## config.mk

```make
export PLATFORM = sky130hd
export DESIGN_NAME = fasta_fastq_record_parser_core
export DESIGN_NICKNAME = d
export VERILOG_FILES = /design/src/sv/ffrp_pkg.sv /design/src/sv/fasta_fastq_record_parser_core.sv
export SDC_FILE = /design/constraint.sdc
export NUM_CORES = 1
export LEC_CHECK = 0
export BUFFER_PORTS_ARGS = -buffer_cell sky130_fd_sc_hd__buf_2
export CAP_MARGIN = 30
export CORE_UTILIZATION = 45
export DETAILED_ROUTE_END_ITERATION = 16
export PLACE_DENSITY = 0.74
export RECOVER_POWER = 50
export REMOVE_ABC_BUFFERS = 1
export SLEW_MARGIN = 10
export SYNTH_ARGS = -nofsm -noshare
export SYNTH_HDL_FRONTEND = slang
export SYNTH_SLANG_ARGS = --single-unit
```

## constraint.sdc

```tcl
create_clock -name clk -period 2.6 [get_ports clk]
set_input_delay 0.26 -clock clk [delete_from_list [all_inputs] [get_ports clk]]
set_output_delay 0.26 -clock clk [all_outputs]
set_load 0.1 [all_outputs]
```

## src/sv/ffrp_pkg.sv

```systemverilog
`timescale 1ns / 1ps
// ----------------------------------------------------------------------------
// ffrp_pkg
// Shared types, character codes and result kinds for the FASTA/FASTQ record
// parser and its port checker.
// ----------------------------------------------------------------------------
package ffrp_pkg;

	typedef enum logic [2:0] {
		MODE_SEEK    = 3'd0,
		MODE_FA_NAME = 3'd1,
		MODE_FA_SEQ  = 3'd2,
		MODE_FQ_NAME = 3'd3,
		MODE_FQ_SEQ  = 3'd4,
		MODE_FQ_PLUS = 3'd5,
		MODE_FQ_QUAL = 3'd6
	} mode_t;

	typedef enum logic [1:0] {
		KIND_NAME = 2'd0,
		KIND_SEQ  = 2'd1,
		KIND_QUAL = 2'd2,
		KIND_END  = 2'd3
	} kind_t;

	localparam logic [7:0] CH_NUL   = 8'h00;
	localparam logic [7:0] CH_TAB   = 8'h09;
	localparam logic [7:0] CH_LF    = 8'h0A;
	localparam logic [7:0] CH_VT    = 8'h0B;
	localparam logic [7:0] CH_FF    = 8'h0C;
	localparam logic [7:0] CH_CR    = 8'h0D;
	localparam logic [7:0] CH_SPACE = 8'h20;
	localparam logic [7:0] CH_GT    = 8'h3E;
	localparam logic [7:0] CH_AT    = 8'h40;

	typedef struct packed {
		logic [1:0] kind;
		logic [7:0] ch;
		logic       ok;
		logic       fastq;
	} result_t;

	// Whitespace other than newline.
	function automatic logic is_blank(input logic [7:0] c);
		is_blank = (c == CH_SPACE) || (c == CH_TAB) || (c == CH_VT) ||
			(c == CH_FF) || (c == CH_CR);
	endfunction

endpackage

```

## src/sv/fasta_fastq_record_parser_core.sv

```systemverilog
`timescale 1ns / 1ps
// ----------------------------------------------------------------------------
// fasta_fastq_record_parser_core
// Byte-at-a-time FASTA/FASTQ parser: emits tagged name, sequence and quality
// characters and one record-end request per record.
// ----------------------------------------------------------------------------
// Channel | Handshake          | Payload
// in      | in_valid/in_ready   | byte_value[7:0], end_of_input
// out     | out_valid/out_ready | out_kind[1:0], out_char[7:0], record_ok,
//         |                     | record_is_fastq
//
// One byte per cycle is sustained while the output is not stalled; a request
// enters the input register, the mode update and result decode run from that
// register, and a result is registered in the output register.
// Reset clears the parse mode to seeking and empties both registers.
// A stalled output holds its result; the input register keeps taking
// requests only while its contents can move on.
// ----------------------------------------------------------------------------
module fasta_fastq_record_parser_core (
	input  logic       clk,
	input  logic       arst_n,
	input  logic       in_valid,
	output logic       in_ready,
	input  logic [7:0] byte_value,
	input  logic       end_of_input,
	output logic       out_valid,
	input  logic       out_ready,
	output logic [1:0] out_kind,
	output logic [7:0] out_char,
	output logic       record_ok,
	output logic       record_is_fastq
);

	logic                 valid_s1;
	logic [7:0]           byte_s1;
	logic                 eoi_s1;
	ffrp_pkg::mode_t      mode_q;
	ffrp_pkg::mode_t      mode_next;
	logic                 res_valid;
	ffrp_pkg::result_t    res;
	ffrp_pkg::result_t    out_q;
	logic                 out_valid_q;
	logic                 go_s1;
	logic                 fq;
	logic                 line_end;

	assign go_s1    = valid_s1 && (!out_valid_q || out_ready);
	assign in_ready = !valid_s1 || go_s1;

	always_ff @(posedge clk or negedge arst_n) begin
		if (!arst_n) begin
			valid_s1 <= 1'b0;
		end else if (in_ready) begin
			valid_s1 <= in_valid;
		end
	end

	always_ff @(posedge clk) begin
		if (in_valid && in_ready) begin
			byte_s1 <= byte_value;
			eoi_s1  <= end_of_input;
		end
	end

	assign fq = (mode_q == ffrp_pkg::MODE_FQ_NAME) || (mode_q == ffrp_pkg::MODE_FQ_SEQ) ||
		(mode_q == ffrp_pkg::MODE_FQ_PLUS) || (mode_q == ffrp_pkg::MODE_FQ_QUAL);
	assign line_end = (byte_s1 == ffrp_pkg::CH_LF) || (byte_s1 == ffrp_pkg::CH_NUL);

	always_comb begin
		mode_next = mode_q;
		res_valid = 1'b0;
		res.kind  = ffrp_pkg::KIND_NAME;
		res.ch    = byte_s1;
		res.ok    = 1'b0;
		res.fastq = fq;
		if (eoi_s1 && mode_q != ffrp_pkg::MODE_SEEK) begin
			mode_next = ffrp_pkg::MODE_SEEK;
			res_valid = 1'b1;
			res.kind  = ffrp_pkg::KIND_END;
			res.ch    = ffrp_pkg::CH_NUL;
			res.ok    = (mode_q == ffrp_pkg::MODE_FA_SEQ);
		end else begin
			case (mode_q)
				ffrp_pkg::MODE_FA_NAME, ffrp_pkg::MODE_FQ_NAME: begin
					if (line_end) begin
						mode_next = (mode_q == ffrp_pkg::MODE_FA_NAME) ?
							ffrp_pkg::MODE_FA_SEQ : ffrp_pkg::MODE_FQ_SEQ;
					end else if (byte_s1 != ffrp_pkg::CH_CR) begin
						res_valid = 1'b1;
					end
				end
				ffrp_pkg::MODE_FA_SEQ: begin
					res.kind = ffrp_pkg::KIND_SEQ;
					if (byte_s1 == ffrp_pkg::CH_GT || byte_s1 == ffrp_pkg::CH_NUL) begin
						// A '>' closes this record and opens the next one.
						mode_next = (byte_s1 == ffrp_pkg::CH_GT) ?
							ffrp_pkg::MODE_FA_NAME : ffrp_pkg::MODE_SEEK;
						res_valid = 1'b1;
						res.kind  = ffrp_pkg::KIND_END;
						res.ch    = ffrp_pkg::CH_NUL;
						res.ok    = 1'b1;
					end else if (byte_s1 != ffrp_pkg::CH_LF &&
						!ffrp_pkg::is_blank(byte_s1)) begin
						res_valid = 1'b1;
					end
				end
				ffrp_pkg::MODE_FQ_SEQ: begin
					res.kind = ffrp_pkg::KIND_SEQ;
					if (line_end) begin
						mode_next = ffrp_pkg::MODE_FQ_PLUS;
					end else if (!ffrp_pkg::is_blank(byte_s1)) begin
						res_valid = 1'b1;
					end
				end
				ffrp_pkg::MODE_FQ_PLUS: begin
					if (line_end) begin
						mode_next = ffrp_pkg::MODE_FQ_QUAL;
					end
				end
				ffrp_pkg::MODE_FQ_QUAL: begin
					res.kind = ffrp_pkg::KIND_QUAL;
					if (line_end) begin
						mode_next = ffrp_pkg::MODE_SEEK;
						res_valid = 1'b1;
						res.kind  = ffrp_pkg::KIND_END;
						res.ch    = ffrp_pkg::CH_NUL;
						res.ok    = 1'b1;
					end else if (!ffrp_pkg::is_blank(byte_s1)) begin
						res_valid = 1'b1;
					end
				end
				default: begin
					// Seeking, including the unused mode code.
					mode_next = ffrp_pkg::MODE_SEEK;
					if (!eoi_s1 && byte_s1 == ffrp_pkg::CH_GT) begin
						mode_next = ffrp_pkg::MODE_FA_NAME;
					end else if (!eoi_s1 && byte_s1 == ffrp_pkg::CH_AT) begin
						mode_next = ffrp_pkg::MODE_FQ_NAME;
					end
				end
			endcase
		end
	end

	always_ff @(posedge clk or negedge arst_n) begin
		if (!arst_n) begin
			mode_q      <= ffrp_pkg::MODE_SEEK;
			out_valid_q <= 1'b0;
		end else begin
			if (go_s1) begin
				mode_q <= mode_next;
			end
			if (!out_valid_q || out_ready) begin
				out_valid_q <= go_s1 && res_valid;
			end
		end
	end

	always_ff @(posedge clk) begin
		if (go_s1 && res_valid) begin
			out_q <= res;
		end
	end

	assign out_valid       = out_valid_q;
	assign out_kind        = out_q.kind;
	assign out_char        = out_q.ch;
	assign record_ok       = out_q.ok;
	assign record_is_fastq = out_q.fastq;

endmodule

```

==> results.yml <==
run_status:
  status: "finished with violations"
  violations: "DRC"
critical_path:
  cp_max_fo: 8
  r2r_start: "mode_q[1]"
  cp-start-kind: "register"
  worst-setup-path-type: "reg -> reg"
  rr_worst_depth: 6
  timing.rr.end: "out_kind[0]"
  end_kind: "register"
  required_ps: 2640
  arrival_ps: 2400
  rrSetupSlack_ps: 240
placed_design:
  dpl.cell_count: 176
  dp_hpwl_um: 1880
  dpl_cell_area_mm2: 0.00154
  routabilityCongestion: 0.889
  portBuffers: 26
  place_ws_ps: 305
die:
  core_area_mm2: 0.00281
  io_pins: 27
  die_h_um: 56.7
  die_x_um: 56.7
  rows: 19
  dieArea_mm2: 0.00322
  initial_core_util_pct: 48.1
timing:
  slew_violations: 0
  timing.final.crit_period_ps: 2360
  post-route-period-util_pct: 90.8
  finalSetupTns_ps: 0
  finalHoldViolCount: 0
  setup_viol: 0
  slew_headroom_pct: 22.5
  max_freq_ghz: 0.424
  skew_ps: 4.45
  rsz0062_at_grt: "false"
  setup_slack_ps: 239
  worst_slew_pin_slew_ps: 1170
route:
  vias_per_cell: 5.76
  dr_total_vias: 1042
  drc: 8
  drt_wl_total_um: 2480
  antenna_left: 0
  firstDrtPassIters: 10
  drtIter0Drc: 36
  wl_per_cell_um: 13.7
yosys:
  ys_seq_area_share_pct: 56.0
  ys_types: 40
  synth_common_cells: "edfxtp_1 (21), nor2_1 (12), and2_1 (9)"
  syn_inst: 118
  synth.top_cell.area_share_pct: 46.8
  yosysTopAreaCell: "edfxtp_1"
  synth_area_leaders: "edfxtp_1 (47%), dfrtp_1 (9.3%), and2_1 (4.2%)"
  async_reset_ff_share_pct: 19.2
  synth-main-ff-cell: "edfxtp_1"
  netlist_area_mm2: 0.00135
  syn_area_per_cell_um2: 11.4
  ys_warn_count: 0
  synth.most_common_cell: "edfxtp_1"
  ys_seq_elements: 26
  synth_edf_count: 21
hold_path:
  min_to: "byte_s1[6]"
  hold_depth: 1
  min_from: "byte_value[6]"
  hp-class: "in -> reg"
pwr:
  p_leak_nw: 0.542
  finalPower_mw: 1.84
  p_per_area_mw_per_mm2: 1180
  vdd_drop_max_mv: 0.760
final_layout:
  finalNonFillerCells: 181
  syn_to_final_growth_pct: 15.5
  final_cell_area_mm2: 0.00156
  nets: 164
  drive_above_1_share_pct: 19.3
  diodes: 0
job:
  cap_viol_max_count: 0
clock_network:
  htreeDepth: 1
  insertion_delay_ps: 310
  clk_path_buf_depth: 2
  cts_tree: "done"
  cts_setup_buffers: 0
  clkTransAtPathRegs_ps: 130
  cts_buffers: 3
  clock-sinks: 26
  cts.root.buffer_cell: "clkbuf_4"
global_route:
  grt_first_pass_wirelength_um: 4030
  grt_max_degree: 15
  grt_remaining_overflow: 0
  grt_pass1_vias: 960
  antenna_found_initial: 0
  grt_usage_pct: 16.1
[placed cells by master (no fill, tap or decap), types with 2 or more instances in the layout]
cell type   n
a21bo_2     2
o21ai_0     2
nor2b_1     4
nand2_1     8
a21oi_1     7
dfrtp_1     5
a311oi_1    3
nand3_1     3
clkbuf_1   16
and2_1      8
nand2b_1    2
o211ai_1    3
buf_2      12
nor4_1      2
inv_1       4
clkbuf_4    3
a31oi_1     2
nor2_1     12
o22ai_1     2
buf_4       5
edfxtp_1   21
nor3_1      2
[how the worst max path moves through the flow]
stage          depth (start not counted)       start  slack, ps              end
4_1_cts                                5  byte_s1[5]        280      out_kind[0]
5_1_grt                                5  byte_s1[3]        100  record_is_fastq
2_1_floorplan                          3   out_valid         40       byte_s1[0]
6_report                               6   mode_q[1]        240      out_kind[0]
3_5_place_dp                           5  byte_s1[5]        310      out_kind[0]
3_3_place_gp                           4  byte_s1[2]        310  record_is_fastq
[registers in the layout, indices dropped and copies added (netlist names), 2 cells and up]
| signal | count |
|---|---|
| byte_s1 | 8 |
| out_char | 8 |
| mode_q | 3 |
| out_kind | 2 |
[critical path: stages (launching register included)]
cell      delay [ps]
dfrtp_1          490
clkbuf_1         320
nand2_1           90
a21oi_1          150
o211ai_1         110
a31oi_1          650
buf_4            280
[cell type report]
cell class | count | area [um2]
Fill cell | 256 | 1250
Sequential cell | 26 | 756
Multi-Input combinational cell | 83 | 558
Timing Repair Buffer | 33 | 164
Tap cell | 31 | 38.8
Clock buffer | 4 | 26.3
Inverter | 4 | 15.0
[per-stage QoR]
step                      utilization (%)  hold WS (ps)
final                                55.5           109
after global routing                 55.5          88.4
after CTS                            56.3           100
after detailed placement             55.0          76.4
after global placement               54.7          77.6
after floorplan                         -         -35.6
[timing repair]
item / 4_1_cts / 5_1_grt
endpoints found under the hold margin: 5 / 0
hold buffers: 1 / 0
resized for setup: 0 / 0
[layer usage]
layer | wire length, um | GRT usage (%) | vias to the layer above
li1 | - | - | 515
met5 | 0 | 0 | -
met1 | 1100 | 20.2 | 468
met4 | 50 | 5.92 | 0
met3 | 146 | 2.07 | 9
met2 | 1180 | 28.2 | 50
[logic make-up (layout without fill, tap and decap cells)]
family / Yosys count / count (layout) / share of synthesized area [%]
XOR/XNOR: 1 / 1 / 0.649
flip-flops: 26 / 26 / 56.0
AND/OR/NAND/NOR: 50 / 50 / 21.4
AO/OA/AOI/OAI: 32 / 32 / 19.3
buffers and inverters: 9 / 41 / 2.60
[power by group]
group | switching [mW] | internal [mW] | leakage [nW]
clock | 0.113 | 0.0599 | 0.0150
sequential | 0.0761 | 0.595 | 0.264
combinational | 0.808 | 0.185 | 0.263
(Power assumes the default switching activity.)
